$ cat config.mk
export PLATFORM = sky130hd
export DESIGN_NAME = midpoint_ellipse_rasterizer_top_flat
export DESIGN_NICKNAME = d
export VERILOG_FILES = /design/src/rtl/mer_pkg.sv /design/src/rtl/mer_in_if.sv /design/src/rtl/mer_out_if.sv /design/src/rtl/mer_cfg_if.sv /design/src/rtl/mer_ctrl.sv /design/src/rtl/mer_dp.sv /design/src/rtl/midpoint_ellipse_rasterizer_top.sv /design/src/flat_wrapper.sv
export SDC_FILE = /design/constraint.sdc
export NUM_CORES = 2
export LEC_CHECK = 0
export BUFFER_PORTS_ARGS = -buffer_cell sky130_fd_sc_hd__buf_2
export CAP_MARGIN = 20
export CORE_MARGIN = 2
export CORE_UTILIZATION = 48
export CTS_BUF_LIST = sky130_fd_sc_hd__clkbuf_4 sky130_fd_sc_hd__clkbuf_8
export DETAILED_ROUTE_END_ITERATION = 12
export HOLD_SLACK_MARGIN = 0.06
export PLACE_DENSITY_LB_ADDON = 0.12
export SLEW_MARGIN = 20
export SYNTH_ARGS = -nofsm -noshare
export SYNTH_HDL_FRONTEND = slang
export SYNTH_SLANG_ARGS = --single-unit
$ cat constraint.sdc
create_clock -name clk_i -period 12.1 [get_ports clk_i]
set_input_delay 2.42 -clock clk_i [delete_from_list [all_inputs] [get_ports clk_i]]
set_output_delay 2.42 -clock clk_i [all_outputs]
set_load 0.03 [all_outputs]
$ cat src/rtl/mer_pkg.sv
// -----------------------------------------------------------------------------
// Midpoint ellipse rasterizer package
// Shared constants, action codes and the controller/datapath command and
// status types.
// -----------------------------------------------------------------------------
package mer_pkg;

  // Colour index width and its value after reset
  localparam int unsigned COLOR_BITS  = 4;
  localparam logic [COLOR_BITS-1:0] COLOR_RESET = 4'd10;

  // One point gives four quadrant mirrors
  localparam int unsigned MIRROR_BITS = 2;
  localparam logic [MIRROR_BITS-1:0] MIRROR_FIRST = 2'd0;
  localparam logic [MIRROR_BITS-1:0] MIRROR_LAST  = 2'd3;

  // Request action codes
  localparam logic ACT_START   = 1'b0;
  localparam logic ACT_ADVANCE = 1'b1;

  // Commands from the controller to the datapath
  typedef struct packed {
    logic load;     // capture centre and radii of a start request
    logic square;   // form rx^2 and ry^2
    logic product;  // form rx^2*ry and ry^2*rx
    logic init;     // set up region one at (0, ry)
    logic step_a;   // move the point and the slope terms
    logic step_b;   // update the decision term, flag the end
    logic advance;  // one mirrored pixel taken by the sink
  } cmd_t;

  // Status from the datapath to the controller
  typedef struct packed {
    logic active;     // an ellipse is in progress
    logic last_pix;   // the fourth mirror is on the output
  } status_t;

endpackage

$ cat src/rtl/mer_in_if.sv
// -----------------------------------------------------------------------------
// Request channel
// Valid/ready channel carrying one start or advance request.
// -----------------------------------------------------------------------------
interface mer_in_if #(
  parameter int unsigned RADIUS_BITS = 9,
  parameter int unsigned COORD_BITS  = 10
);

  logic                   valid;
  logic                   ready;
  logic                   action;
  logic [COORD_BITS-1:0]  center_x;
  logic [COORD_BITS-1:0]  center_y;
  logic [RADIUS_BITS-1:0] radius_x;
  logic [RADIUS_BITS-1:0] radius_y;

  modport source (output valid, action, center_x, center_y, radius_x, radius_y,
                  input ready);
  modport sink   (input valid, action, center_x, center_y, radius_x, radius_y,
                  output ready);

endinterface

$ cat src/rtl/mer_out_if.sv
// -----------------------------------------------------------------------------
// Pixel channel
// Valid/ready channel carrying one mirrored pixel.
// -----------------------------------------------------------------------------
interface mer_out_if #(
  parameter int unsigned COORD_BITS = 10
);
  import mer_pkg::*;

  logic                         valid;
  logic                         ready;
  logic signed [COORD_BITS+1:0] pixel_x;
  logic signed [COORD_BITS+1:0] pixel_y;
  logic [COLOR_BITS-1:0]        color;
  logic                         last_of_point;
  logic                         finished;

  modport source (output valid, pixel_x, pixel_y, color, last_of_point, finished,
                  input ready);
  modport sink   (input valid, pixel_x, pixel_y, color, last_of_point, finished,
                  output ready);

endinterface

$ cat src/rtl/mer_cfg_if.sv
// -----------------------------------------------------------------------------
// Colour register write channel
// Valid/ready channel carrying the pixel colour index.
// -----------------------------------------------------------------------------
interface mer_cfg_if;
  import mer_pkg::*;

  logic                  valid;
  logic                  ready;
  logic [COLOR_BITS-1:0] data;

  modport source (output valid, data, input ready);
  modport sink   (input valid, data, output ready);

endinterface

$ cat src/rtl/mer_ctrl.sv
// -----------------------------------------------------------------------------
// Midpoint ellipse rasterizer controller
// One-hot sequencer: takes a request, walks the datapath through set-up or a
// step, then hands out the four mirrored pixels.
// -----------------------------------------------------------------------------
module mer_ctrl (
  input  logic             clk_i,
  input  logic             rst_ni,
  input  logic             in_valid_i,
  input  logic             in_action_i,
  output logic             in_ready_o,
  output logic             out_valid_o,
  input  logic             out_ready_i,
  input  mer_pkg::status_t status_i,
  output mer_pkg::cmd_t    cmd_o
);
  import mer_pkg::*;

  typedef enum logic [6:0] {
    ST_IDLE    = 7'b0000001,
    ST_SQUARE  = 7'b0000010,
    ST_PRODUCT = 7'b0000100,
    ST_INIT    = 7'b0001000,
    ST_STEP_A  = 7'b0010000,
    ST_STEP_B  = 7'b0100000,
    ST_EMIT    = 7'b1000000
  } state_e;

  state_e state_q, state_d;

  // Decode commands and next state
  always_comb begin
    state_d     = state_q;
    cmd_o       = '0;
    in_ready_o  = 1'b0;
    out_valid_o = 1'b0;
    case (state_q)
      ST_IDLE: begin
        in_ready_o = 1'b1;
        if (in_valid_i) begin
          if (in_action_i == ACT_START) begin
            cmd_o.load = 1'b1;
            state_d    = ST_SQUARE;
          end else if (status_i.active) begin
            state_d = ST_STEP_A;
          end
        end
      end
      ST_SQUARE: begin
        cmd_o.square = 1'b1;
        state_d      = ST_PRODUCT;
      end
      ST_PRODUCT: begin
        cmd_o.product = 1'b1;
        state_d       = ST_INIT;
      end
      ST_INIT: begin
        cmd_o.init = 1'b1;
        state_d    = ST_EMIT;
      end
      ST_STEP_A: begin
        cmd_o.step_a = 1'b1;
        state_d      = ST_STEP_B;
      end
      ST_STEP_B: begin
        cmd_o.step_b = 1'b1;
        state_d      = ST_EMIT;
      end
      ST_EMIT: begin
        out_valid_o = 1'b1;
        if (out_ready_i) begin
          cmd_o.advance = 1'b1;
          if (status_i.last_pix) begin
            state_d = ST_IDLE;
          end
        end
      end
      default: begin
        state_d = ST_IDLE;
      end
    endcase
  end

  // Hold the state
  always_ff @(posedge clk_i or negedge rst_ni) begin
    if (!rst_ni) begin
      state_q <= ST_IDLE;
    end else begin
      state_q <= state_d;
    end
  end

endmodule

$ cat src/rtl/mer_dp.sv
// -----------------------------------------------------------------------------
// Midpoint ellipse rasterizer datapath
// Holds the ellipse, the current point, the slope and decision terms and the
// colour register, and forms the mirrored pixel on the output.
// -----------------------------------------------------------------------------
module mer_dp #(
  parameter int unsigned RADIUS_BITS = 9,
  parameter int unsigned COORD_BITS  = 10
) (
  input  logic                           clk_i,
  input  logic                           rst_ni,
  input  mer_pkg::cmd_t                  cmd_i,
  output mer_pkg::status_t               status_o,
  input  logic [COORD_BITS-1:0]          center_x_i,
  input  logic [COORD_BITS-1:0]          center_y_i,
  input  logic [RADIUS_BITS-1:0]         radius_x_i,
  input  logic [RADIUS_BITS-1:0]         radius_y_i,
  input  logic                           cfg_we_i,
  input  logic [mer_pkg::COLOR_BITS-1:0] cfg_data_i,
  output logic signed [COORD_BITS+1:0]   pixel_x_o,
  output logic signed [COORD_BITS+1:0]   pixel_y_o,
  output logic [mer_pkg::COLOR_BITS-1:0] color_o,
  output logic                           last_of_point_o,
  output logic                           finished_o
);
  import mer_pkg::*;

  localparam int unsigned R   = RADIUS_BITS;
  localparam int unsigned PIX = COORD_BITS + 2;
  localparam int unsigned OW  = R + 1;            // point offsets
  localparam int unsigned SQW = 2 * R;            // squares
  localparam int unsigned PRW = 3 * R;            // cubic products
  localparam int unsigned SW  = 3 * R + 3;        // slope terms, signed
  localparam int unsigned DW  = 3 * R + 6;        // decision term, signed
  localparam int unsigned EW  = (OW > PIX) ? OW : PIX;

  // Ellipse description
  logic [COORD_BITS-1:0] cx_q, cy_q;
  logic [R-1:0]          rx_q, ry_q;
  logic [SQW-1:0]        rx2_q, ry2_q;
  logic [PRW-1:0]        prx_q, pry_q;       // rx^2*ry, ry^2*rx

  // Walk state
  logic                  active_q, region_q, switch_q, fin_q;
  logic [OW-1:0]         x_q, y_q;
  logic signed [SW-1:0]  sx_q, sy_q;
  logic signed [DW-1:0]  d_q;
  logic [MIRROR_BITS-1:0] idx_q;
  logic [COLOR_BITS-1:0] color_q;

  // Scaled constants
  logic signed [SW-1:0]  rx2_x2, ry2_x2, prx_x2, pry_x2;
  logic signed [DW-1:0]  rx2_w, ry2_w, prx_x4, pry_x4, sx_w, sy_w;
  logic signed [DW-1:0]  term;
  logic                  d_pos;

  assign rx2_x2 = $signed(SW'(rx2_q)) <<< 1;
  assign ry2_x2 = $signed(SW'(ry2_q)) <<< 1;
  assign prx_x2 = $signed(SW'(prx_q)) <<< 1;
  assign pry_x2 = $signed(SW'(pry_q)) <<< 1;
  assign rx2_w  = $signed(DW'(rx2_q));
  assign ry2_w  = $signed(DW'(ry2_q));
  assign prx_x4 = $signed(DW'(prx_q)) <<< 2;
  assign pry_x4 = $signed(DW'(pry_q)) <<< 2;
  assign sx_w   = DW'(sx_q);
  assign sy_w   = DW'(sy_q);
  assign d_pos  = !d_q[DW-1] && (d_q != '0);

  // Decision increment, quarter scale
  always_comb begin
    if (!region_q) begin
      term = d_pos ? (sx_w - sy_w + ry2_w) : (sx_w + ry2_w);
    end else begin
      term = d_pos ? (sy_w - sx_w + rx2_w) : (sy_w + rx2_w);
    end
  end

  // Capture the ellipse and form the squares and products
  always_ff @(posedge clk_i) begin
    if (cmd_i.load) begin
      cx_q <= center_x_i;
      cy_q <= center_y_i;
      rx_q <= (radius_x_i == '0) ? R'(1) : radius_x_i;
      ry_q <= (radius_y_i == '0) ? R'(1) : radius_y_i;
    end
    if (cmd_i.square) begin
      rx2_q <= SQW'(rx_q) * SQW'(rx_q);
      ry2_q <= SQW'(ry_q) * SQW'(ry_q);
    end
    if (cmd_i.product) begin
      prx_q <= PRW'(rx2_q) * PRW'(ry_q);
      pry_q <= PRW'(ry2_q) * PRW'(rx_q);
    end
  end

  // Advance the point, slopes and decision
  always_ff @(posedge clk_i) begin
    if (cmd_i.init) begin
      x_q      <= '0;
      y_q      <= OW'(ry_q);
      sx_q     <= '0;
      sy_q     <= prx_x2;
      d_q      <= (ry2_w <<< 2) - prx_x4 + rx2_w;
      switch_q <= 1'b0;
      fin_q    <= 1'b0;
    end
    if (cmd_i.step_a) begin
      switch_q <= !region_q && (sx_q > sy_q);
      if (!region_q) begin
        if (sx_q <= sy_q) begin
          x_q  <= x_q + OW'(1);
          sx_q <= sx_q + ry2_x2;
          if (d_pos) begin
            y_q  <= y_q - OW'(1);
            sy_q <= sy_q - rx2_x2;
          end
        end else begin
          // restart at (rx, 0) for region two
          x_q      <= OW'(rx_q);
          y_q      <= '0;
          sx_q     <= pry_x2;
          sy_q     <= '0;
        end
      end else begin
        y_q  <= y_q + OW'(1);
        sy_q <= sy_q + rx2_x2;
        if (d_pos) begin
          x_q  <= x_q - OW'(1);
          sx_q <= sx_q - ry2_x2;
        end
      end
    end
    if (cmd_i.step_b) begin
      if (switch_q) begin
        d_q <= (rx2_w <<< 2) - pry_x4 + ry2_w;
      end else begin
        d_q <= d_q + (term <<< 2);
      end
      fin_q <= region_q && !(sx_q > sy_q);
    end
  end

  // Control flags, mirror counter and colour register
  always_ff @(posedge clk_i or negedge rst_ni) begin
    if (!rst_ni) begin
      active_q <= 1'b0;
      region_q <= 1'b0;
      idx_q    <= MIRROR_FIRST;
      color_q  <= COLOR_RESET;
    end else begin
      if (cmd_i.init) begin
        active_q <= 1'b1;
        region_q <= 1'b0;
      end
      if (cmd_i.step_a && !region_q && !(sx_q <= sy_q)) begin
        region_q <= 1'b1;
      end
      if (cmd_i.step_b && region_q && !(sx_q > sy_q)) begin
        active_q <= 1'b0;
      end
      if (cmd_i.advance) begin
        idx_q <= idx_q + MIRROR_BITS'(1);
      end
      if (cfg_we_i) begin
        color_q <= cfg_data_i;
      end
    end
  end

  // Mirror the point about the centre
  logic [EW-1:0]  off_x_e, off_y_e;
  logic [PIX-1:0] off_x, off_y, cen_x, cen_y;

  assign off_x_e = EW'(x_q);
  assign off_y_e = EW'(y_q);
  assign off_x   = off_x_e[PIX-1:0];
  assign off_y   = off_y_e[PIX-1:0];
  assign cen_x   = PIX'(cx_q);
  assign cen_y   = PIX'(cy_q);

  assign pixel_x_o       = $signed(idx_q[0] ? (cen_x - off_x) : (cen_x + off_x));
  assign pixel_y_o       = $signed(idx_q[1] ? (cen_y - off_y) : (cen_y + off_y));
  assign color_o         = color_q;
  assign last_of_point_o = (idx_q == MIRROR_LAST);
  assign finished_o      = fin_q;

  assign status_o.active   = active_q;
  assign status_o.last_pix = (idx_q == MIRROR_LAST);

endmodule

$ cat src/rtl/midpoint_ellipse_rasterizer_top.sv
// -----------------------------------------------------------------------------
// Midpoint ellipse rasterizer
// Start and advance requests walk one quadrant of an ellipse by the midpoint
// method and give four mirrored pixels per point.
//
//   channel   dir   carries                                   accepted when
//   in_ch     in    action, center_x/y, radius_x/y            valid && ready
//   out_ch    out   pixel_x/y, color, last_of_point, finished valid && ready
//   cfg_ch    in    data (pixel colour index)                 valid && ready
//
// A start request runs the square, product and set-up steps, then gives four
// pixels; an advance runs two update steps, then gives four pixels; an advance
// with no ellipse in progress gives nothing.
// The four pixels leave one per cycle from the point registers; a stalled
// sink holds them and no new request is taken until the fourth has gone.
// Reset clears the sequencer, the active and region flags and the mirror counter and sets colour 10.
// -----------------------------------------------------------------------------
module midpoint_ellipse_rasterizer_top #(
  parameter int unsigned RADIUS_BITS = 9,
  parameter int unsigned COORD_BITS  = 10
) (
  input  logic      clk_i,
  input  logic      rst_ni,
  mer_in_if.sink    in_ch,
  mer_out_if.source out_ch,
  mer_cfg_if.sink   cfg_ch
);
  import mer_pkg::*;

  cmd_t    cmd;
  status_t status;

  // Colour writes are always taken
  assign cfg_ch.ready = 1'b1;

  mer_ctrl u_ctrl (
    .clk_i       (clk_i),
    .rst_ni      (rst_ni),
    .in_valid_i  (in_ch.valid),
    .in_action_i (in_ch.action),
    .in_ready_o  (in_ch.ready),
    .out_valid_o (out_ch.valid),
    .out_ready_i (out_ch.ready),
    .status_i    (status),
    .cmd_o       (cmd)
  );

  mer_dp #(
    .RADIUS_BITS (RADIUS_BITS),
    .COORD_BITS  (COORD_BITS)
  ) u_dp (
    .clk_i           (clk_i),
    .rst_ni          (rst_ni),
    .cmd_i           (cmd),
    .status_o        (status),
    .center_x_i      (in_ch.center_x),
    .center_y_i      (in_ch.center_y),
    .radius_x_i      (in_ch.radius_x),
    .radius_y_i      (in_ch.radius_y),
    .cfg_we_i        (cfg_ch.valid && cfg_ch.ready),
    .cfg_data_i      (cfg_ch.data),
    .pixel_x_o       (out_ch.pixel_x),
    .pixel_y_o       (out_ch.pixel_y),
    .color_o         (out_ch.color),
    .last_of_point_o (out_ch.last_of_point),
    .finished_o      (out_ch.finished)
  );

  // No request is taken while pixels are pending
  assert property (@(posedge clk_i) disable iff (!rst_ni)
    out_ch.valid |-> !in_ch.ready)
    else $error("request taken while pixels pending");

  // The fourth pixel leaving returns the block to idle
  assert property (@(posedge clk_i) disable iff (!rst_ni)
    (out_ch.valid && out_ch.ready && out_ch.last_of_point) |=> in_ch.ready)
    else $error("block not idle after last pixel");

  // An advance with no ellipse gives no pixel
  assert property (@(posedge clk_i) disable iff (!rst_ni)
    (in_ch.valid && in_ch.ready && in_ch.action == ACT_ADVANCE && !status.active)
      |=> (in_ch.ready && !out_ch.valid))
    else $error("idle advance produced work");

  // A finished point leaves no ellipse in progress
  assert property (@(posedge clk_i) disable iff (!rst_ni)
    (out_ch.valid && out_ch.finished) |-> !status.active)
    else $error("ellipse still active after finishing point");

endmodule
$ cat src/flat_wrapper.sv
// flat-port wrapper written by rule: the top's interface ports become plain ports
module midpoint_ellipse_rasterizer_top_flat import mer_pkg::*;
#(
  parameter int unsigned RADIUS_BITS = 9,
  parameter int unsigned COORD_BITS  = 10
)
  (clk_i, rst_ni, in_ch_valid, in_ch_action, in_ch_center_x, in_ch_center_y, in_ch_radius_x, in_ch_radius_y, in_ch_ready, out_ch_valid, out_ch_pixel_x, out_ch_pixel_y, out_ch_color, out_ch_last_of_point, out_ch_finished, out_ch_ready, cfg_ch_valid, cfg_ch_data, cfg_ch_ready);
  mer_in_if #(.RADIUS_BITS(RADIUS_BITS), .COORD_BITS(COORD_BITS)) in_ch_i ();
  mer_out_if #(.COORD_BITS(COORD_BITS)) out_ch_i ();
  mer_cfg_if cfg_ch_i ();
  input  logic clk_i;
  input  logic rst_ni;
  input wire logic [$bits(in_ch_i.valid)-1:0] in_ch_valid;
  input wire logic [$bits(in_ch_i.action)-1:0] in_ch_action;
  input wire logic [$bits(in_ch_i.center_x)-1:0] in_ch_center_x;
  input wire logic [$bits(in_ch_i.center_y)-1:0] in_ch_center_y;
  input wire logic [$bits(in_ch_i.radius_x)-1:0] in_ch_radius_x;
  input wire logic [$bits(in_ch_i.radius_y)-1:0] in_ch_radius_y;
  output wire logic [$bits(in_ch_i.ready)-1:0] in_ch_ready;
  output wire logic [$bits(out_ch_i.valid)-1:0] out_ch_valid;
  output wire logic [$bits(out_ch_i.pixel_x)-1:0] out_ch_pixel_x;
  output wire logic [$bits(out_ch_i.pixel_y)-1:0] out_ch_pixel_y;
  output wire logic [$bits(out_ch_i.color)-1:0] out_ch_color;
  output wire logic [$bits(out_ch_i.last_of_point)-1:0] out_ch_last_of_point;
  output wire logic [$bits(out_ch_i.finished)-1:0] out_ch_finished;
  input wire logic [$bits(out_ch_i.ready)-1:0] out_ch_ready;
  input wire logic [$bits(cfg_ch_i.valid)-1:0] cfg_ch_valid;
  input wire logic [$bits(cfg_ch_i.data)-1:0] cfg_ch_data;
  output wire logic [$bits(cfg_ch_i.ready)-1:0] cfg_ch_ready;
  assign in_ch_i.valid = in_ch_valid;
  assign in_ch_i.action = in_ch_action;
  assign in_ch_i.center_x = in_ch_center_x;
  assign in_ch_i.center_y = in_ch_center_y;
  assign in_ch_i.radius_x = in_ch_radius_x;
  assign in_ch_i.radius_y = in_ch_radius_y;
  assign in_ch_ready = in_ch_i.ready;
  assign out_ch_valid = out_ch_i.valid;
  assign out_ch_pixel_x = out_ch_i.pixel_x;
  assign out_ch_pixel_y = out_ch_i.pixel_y;
  assign out_ch_color = out_ch_i.color;
  assign out_ch_last_of_point = out_ch_i.last_of_point;
  assign out_ch_finished = out_ch_i.finished;
  assign out_ch_i.ready = out_ch_ready;
  assign cfg_ch_i.valid = cfg_ch_valid;
  assign cfg_ch_i.data = cfg_ch_data;
  assign cfg_ch_ready = cfg_ch_i.ready;
  midpoint_ellipse_rasterizer_top #(.RADIUS_BITS(RADIUS_BITS), .COORD_BITS(COORD_BITS)) u_core (.clk_i(clk_i), .rst_ni(rst_ni), .in_ch(in_ch_i), .out_ch(out_ch_i), .cfg_ch(cfg_ch_i));
endmodule
# --- After elaboration in Yosys (flattened, before gate mapping) ---
# Index checks and enable logic that the tools add are counted.
op_classes:
  n_mux: 52
  add_sub_neg: 24
  magnitude_cmp: 2
  reduce_logical: 20
  n_bitwise: 0
  n_shift: 0
  div_mod_pow: 0
  multipliers: 4
  eq_ne: 12
ops:
  columns: ["operator", "count"]
  rows:
  - ["2-to-1 mux 30 bit", 10]
  - ["adder 30 x 19 -> 31 bit", 4]
  - ["2-to-1 mux 10 bit", 10]
  - ["2-to-1 mux 33 bit", 3]
  - ["2-to-1 mux 31 bit", 3]
  - ["adder 31 x 19 -> 31 bit", 2]
  - ["subtractor 30 x 30 -> 31 bit", 2]
  - ["adder 30 x 20 -> 30 bit", 2]
  - ["subtractor 20 x 29 -> 30 bit", 2]
  - ["subtractor 30 x 20 -> 30 bit", 2]
  - ["multiplier 18 x 9 -> 27 bit", 2]
  - ["one-hot mux 7 bit (6 select lines)", 1]
  - ["multiplier 9 x 9 -> 18 bit", 2]
  - ["2-to-1 mux 7 bit", 5]
  - ["adder 33 bit", 1]
  - ["nonzero test 33 bit", 1]
  - ["> comparator 30 bit", 1]
  - ["<= comparator 30 bit", 1]
  - ["2-to-1 mux 12 bit", 2]
  - ["adder 10 x 10 -> 11 bit", 2]
  - ["subtractor 10 x 10 -> 11 bit", 2]
  - ["adder 10 x 1 -> 10 bit (second input constant)", 2]
  - ["subtractor 10 x 1 -> 10 bit (second input constant)", 2]
  - ["logical NOT 9 bit", 2]
  - ["17 further kinds", 48]
word_totals:
  out_inout_bits: 33
  mem_count: 0
  regBits: 258
  mem_bits_rw: 0
  latchBits: 0
  mem_bits_ro: 0
  elab_cells: 134

# --- Depth between registers and ports, before layout ---
logic_depth:
  depth_word: 7
  mapped_depth: 27
  ltp_nobuf: 27

# --- Hierarchy ---
# Synthesis repeated with hierarchy kept, for this count alone.
unflattened:
  hier_cells: 4986
  area_unflattened_um2: 42019.0
by_module_without_submodules:
  columns: ["mod", "instances", "cells_each", "seq_area_each_um2", "area_each_um2"]
  rows:
  - ["mer_dp", 1, 4942, 6628.9, 41621.2]
  - ["mer_ctrl", 1, 42, 176.4, 386.6]
  - ["midpoint_ellipse_rasterizer_top", 1, 2, 0.0, 11.3]

# --- Worst setup path before layout ---
# OpenSTA, ideal clock, no wires.
synth_timing:
  path_kind: "register to register"
  startpoint: "register u_core.u_dp.rx2_q[4]"
  endpoint: "register u_core.u_dp.d_q[32], data pin"
  setup_ns: 0.261
  path_stages_with_launch: 27
  path_slack_ns: 5.779
  path_buffers: 2
  period_less_slack_ns: 6.321
  t_arrival_ns: 6.060
  cell_sequence: "edfxtp_1 clkbuf_1 inv_1 fa_1 inv_1 ha_1 o21a_1 o21a_1 a2111oi_0 or2_2 o21a_1 o21ai_0 xor2_1 mux4_2 ha_1 clkbuf_1 a21o_1 a21oi_1 o21ai_0 a22oi_1 o311ai_1 a41oi_1 o21a_1 o311ai_1 xnor2_1 o21ai_0 a221o_1"
synth_via:
  elab_chain_len: 6
  word_cells_on_any_way: 11
  classes_between: "6 x add/sub; 5 x mux"
synth_rtl:
  columns: ["item", "line_no", "source"]
  rows:
  - ["start, declared", "mer_dp.sv:40", "logic [SQW-1:0] rx2_q, ry2_q;"]
  - ["start signal, assigned", "mer_dp.sv:87", "rx2_q <= SQW'(rx_q) * SQW'(rx_q);"]
  - ["adder 31 x 19 -> 31 bit or adder 30 x 19 -> 31 bit (tied branches)", "mer_dp.sv:74", "term = d_pos ? (sy_w - sx_w + rx2_w) : (sy_w + rx2_w);"]
  - ["2-to-1 mux 31 bit", "mer_dp.sv:74", null]
  - ["2-to-1 mux 31 bit", "mer_dp.sv:71", "if (!region_q) begin"]
  - ["adder 33 bit", "mer_dp.sv:137", "d_q <= d_q + (term <<< 2);"]
  - ["2-to-1 mux 33 bit", "mer_dp.sv:134", "if (switch_q) begin"]
  - ["2-to-1 mux 33 bit (*)", "mer_dp.sv:133", "if (cmd_i.step_b) begin"]
  - ["end signal, assigned", "mer_dp.sv:103", "d_q <= (ry2_w <<< 2) - prx_x4 + rx2_w;"]
  - ["end signal, assigned", "mer_dp.sv:135", "d_q <= (rx2_w <<< 2) - pry_x4 + ry2_w;"]
  - ["end signal, assigned", "mer_dp.sv:137", null]
  - ["end, declared", "mer_dp.sv:47", "logic signed [DW-1:0] d_q;"]
# Every way passes the cells marked *; elsewhere a longest branch is shown, timed or not. The select of a mux whose other input is x is not followed.
# A chain may end at the register's enable or synchronous reset.

# --- Worst setup path in the final report ---
layout_timing:
  startpoint: "register u_core.u_dp.ry2_q[6]"
  endpoint: "register u_core.u_dp.d_q[32], data pin"
layout_via:
  elab_chain_len: 6
  word_cells_on_any_way: 11
  classes_between: "6 x add/sub; 5 x mux"
layout_rtl:
  columns: ["item", "line_no", "source"]
  rows:
  - ["start, declared", "mer_dp.sv:40", null]
  - ["start signal, assigned", "mer_dp.sv:88", "ry2_q <= SQW'(ry_q) * SQW'(ry_q);"]
  - ["adder 31 x 19 -> 31 bit or adder 30 x 19 -> 31 bit (tied branches)", "mer_dp.sv:72", "term = d_pos ? (sx_w - sy_w + ry2_w) : (sx_w + ry2_w);"]
  - ["2-to-1 mux 31 bit", "mer_dp.sv:72", null]
  - ["2-to-1 mux 31 bit", "mer_dp.sv:71", null]
  - ["adder 33 bit", "mer_dp.sv:137", null]
  - ["2-to-1 mux 33 bit", "mer_dp.sv:134", null]
  - ["2-to-1 mux 33 bit (*)", "mer_dp.sv:133", null]
# Marked as above.

==> results.md <==
- GPL Wtd Cong: slightly below 1
- Num CTS Buffers: 55
- Horiz. Die Dim: 301 µm
- Post-CTS sizing: 0
- Clk_lat worst skew: roughly 0.76 ns
- Total GRT Usage: roughly 33%
- Number of flops mapped to enable cells by yosys: 162
- Status: complete, no violations
- Clk_skew: roughly 0.067 ns
- Gate Count Post-Synth: just over 5000
- Synth top area share: between 10% and 20%
- #FFs+latches synth: roughly 260
- Vias/cell: about 6.0
- Crit Path Category: register to register
- First-pass GRT wire length: roughly 230000 µm
- RR Endpoint: u_core.u_dp.d_q[32]
- TritonCTS clock tree: yes
- Drt first pass iters: 6
- Ratio of cells with drive above 1 in the final layout: approximately 6.6%
- Critical Path AT: roughly 8.0 ns
- Vias in the first global route: 36700
- Synth cell types: around 100
- Max frequency: 0.132 GHz
- Netlist Area Pre-Place: between 0.04 and 0.05 mm²
- Top_reg_cell synth: edfxtp_1
- Headroom to the max-slew limit: approximately an eighth
- Synth cell count leaders: inv_1 (683), ha_1 (527), nand2_1 (441)
- Share of the yosys chip area belonging to registers: 16.0%
- Clk buf depth: 3
- Max FO, Critical Path: 12
- Initial antenna violation count: 7
- CP startpoint kind: register
- Clk slew on worst S/H paths: around 0.06 ns
- Largest net degree at the start of global routing: 58
- Reg2Reg Setup Slack: about 4.5 ns
- Slew Limit Fails: 0
- R2R cell count: 23
- # port buffers: 79
- Top cell type by total area after synthesis: fa_1
- Aggregate global routing overflow: 0
- 1st-iter DRT viols: between 3000 and 4000
- Root buffer cell: clkbuf_8
- Endpoint class of the critical path: register
- Area contributors post-synth: fa_1 (16%), ha_1 (16%), edfxtp_1 (11%)
- DIE AREA: about 0.09 mm²
- Initial core utilization: about half
- Setup Viol. Count Final: 0
- Endpoints failing hold: 0
- Max cap viols: 0
- Ys Warns: 0
- RSZ-0062 raised after global routing: no
- IO Count: between 80 and 90
- Hold Path End: u_core.u_dp.color_o[2]
- Crit path time final: around 7.6 ns
- Worst hold path stage count: 1
- Total setup buffers inserted after CTS: 0
- Worst Path Required: roughly 13 ns
- Period utilization: a little over three fifths
- Fill cells: 8613
- Final TNS setup: 0 ns
- Actual slew at the worst max-slew pin: 1.30 ns
- Synth async-reset ratio: ~5.9%
- CTS Hold Bufs: 0
- DRT antenna net count: 0
- Row Count: 109
- HP Start: u_core.u_dp.color_o[2]
- Wire length per cell: approximately 24 µm
- Die Y: roughly 300 µm
- Avg Cell Area, Syn: between 8 and 9 µm²
- R2r startpoint: u_core.u_dp.ry2_q[6]
- WL final: roughly 150000 µm
- Top-count cell post-synth: inv_1
- Clock sink count: 255
- NumNets Final: 6006
- Detailed placer's ending HPWL: ~120000 µm
- Drt drc: 0
- H-tree Lvls: 2
- Synth-to-layout area growth: 6.86%
- HP Class: register to register
- Via count: around 38000
- Core footprint: just under 0.09 mm²
[state kept, by name (all words and copies together) (netlist names), 2 cells and up]
name / flops
u_core.u_dp.ry2_q: 17
u_core.u_dp.pry_q: 27
u_core.u_dp.rx2_q: 17
u_core.u_dp.sx_q: 30
u_core.u_dp.rx_q: 9
u_core.u_ctrl.state_q: 7
u_core.u_dp.sy_q: 30
u_core.u_dp.ry_q: 9
u_core.u_dp.y_q: 10
u_core.u_dp.x_q: 10
u_core.u_dp.prx_q: 27
u_core.u_dp.d_q: 32
u_core.u_dp.cy_q: 10
u_core.u_dp.color_o: 4
u_core.u_dp.idx_q: 2
u_core.u_dp.cx_q: 10
[cell type report]
class	count	area, µm²	area share (%)
Multi-Input combinational cell	3951	32300	71.3
Clock buffer	77	978	2.16
Antenna cell	7	17.5	0.0386
Timing Repair Buffer	151	936	2.06
Sequential cell	255	6810	15.0
Clock inverter	26	259	0.571
Tap cell	1165	1460	3.21
Inverter	687	2580	5.68
[layer usage]
| layer | part of all wire [%] | track usage, % | wire length (µm) |
|---|---|---|---|
| met1 | 43 | 45.4 | 65400 |
| met2 | 44 | 52.4 | 66900 |
| met3 | 7.7 | 5.27 | 11700 |
| met4 | 4.9 | 14.6 | 7440 |
| met5 | 0.0066 | 0 | 10 |
[through the flow]
| stage | setup slack (ns) | util (%) | hold slack, ns | std cells | area, µm² |
|---|---|---|---|---|---|
| finish | 4.53 | 51.6 | 0.502 | 6319 | 45400 |
| global placement | 4.84 | 50.1 | 0.488 | 6209 | 44100 |
| floorplan | 5.78 | - | 0.448 | 5095 | 42500 |
| detailed placement | 4.70 | 50.1 | 0.494 | 6209 | 44100 |
| global route | 4.05 | 51.6 | 0.518 | 6317 | 45400 |
| CTS | 4.66 | 51.5 | 0.508 | 6312 | 45300 |
[cells in the final DEF, fill, tap and decap left out, types with 125 or more instances in the layout]
master,synthesis,final
a21oi_1,340,339
nand2_1,441,441
xnor2_1,230,230
nor2_1,339,337
edfxtp_1,162,162
ha_1,527,527
inv_1,683,683
fa_1,330,330
o21ai_0,249,249
a21o_1,125,125
and2_1,126,126
[critical path: stages, from the launching register on]
cell       delay (ns)
edfxtp_1         0.71
inv_1            0.24
fa_1             0.57
inv_1            0.04
ha_1             0.39
a2111oi_0        0.45
nand2_1          0.10
a31oi_1          0.33
nor2_1           0.14
a21o_1           0.19
a21oi_1          0.17
xnor2_1          0.12
mux4_2           0.47
ha_1             0.35
and3_1           0.23
and4_1           0.23
a22oi_1          0.20
o311ai_1         0.55
a41oi_1          0.37
o21a_1           0.30
o311ai_1         0.52
xnor2_1          0.18
o21ai_0          0.09
a221o_1          0.37
[kinds of logic (layout without fill, tap and decap cells)]
kind of cell,count (synthesis),in the layout,share of synthesized area (%)
buffers and inverters,889,941,8.00
AOI/OAI and AO/OA,1243,1243,19.1
and+or+nand+nor,1423,1423,16.1
adders and majority gates,857,857,31.1
other,2,14,0.0177
xor gates and xnor gates,325,325,6.70
DFF,255,255,16.0
muxes,96,96,2.95
[how the worst max path moves through the flow]
stage                               startpoint                  end  slack [ns]  cells after the start
final                     u_core.u_dp.ry2_q[6]  u_core.u_dp.d_q[32]        4.53                     23
after global placement    u_core.u_dp.rx2_q[2]  u_core.u_dp.d_q[32]        4.84                     24
after global routing      u_core.u_dp.rx2_q[2]  u_core.u_dp.d_q[32]        4.05                     24
after detailed placement  u_core.u_dp.rx2_q[2]  u_core.u_dp.d_q[32]        4.70                     24
after floorplan           u_core.u_dp.rx2_q[4]  u_core.u_dp.d_q[32]        5.78                     26
after CTS                 u_core.u_dp.rx2_q[2]  u_core.u_dp.d_q[32]        4.66                     24
Power is left out: the tool's default activity adds up to more than one toggle a clock period on the data nets, which glitch-free logic cannot reach.
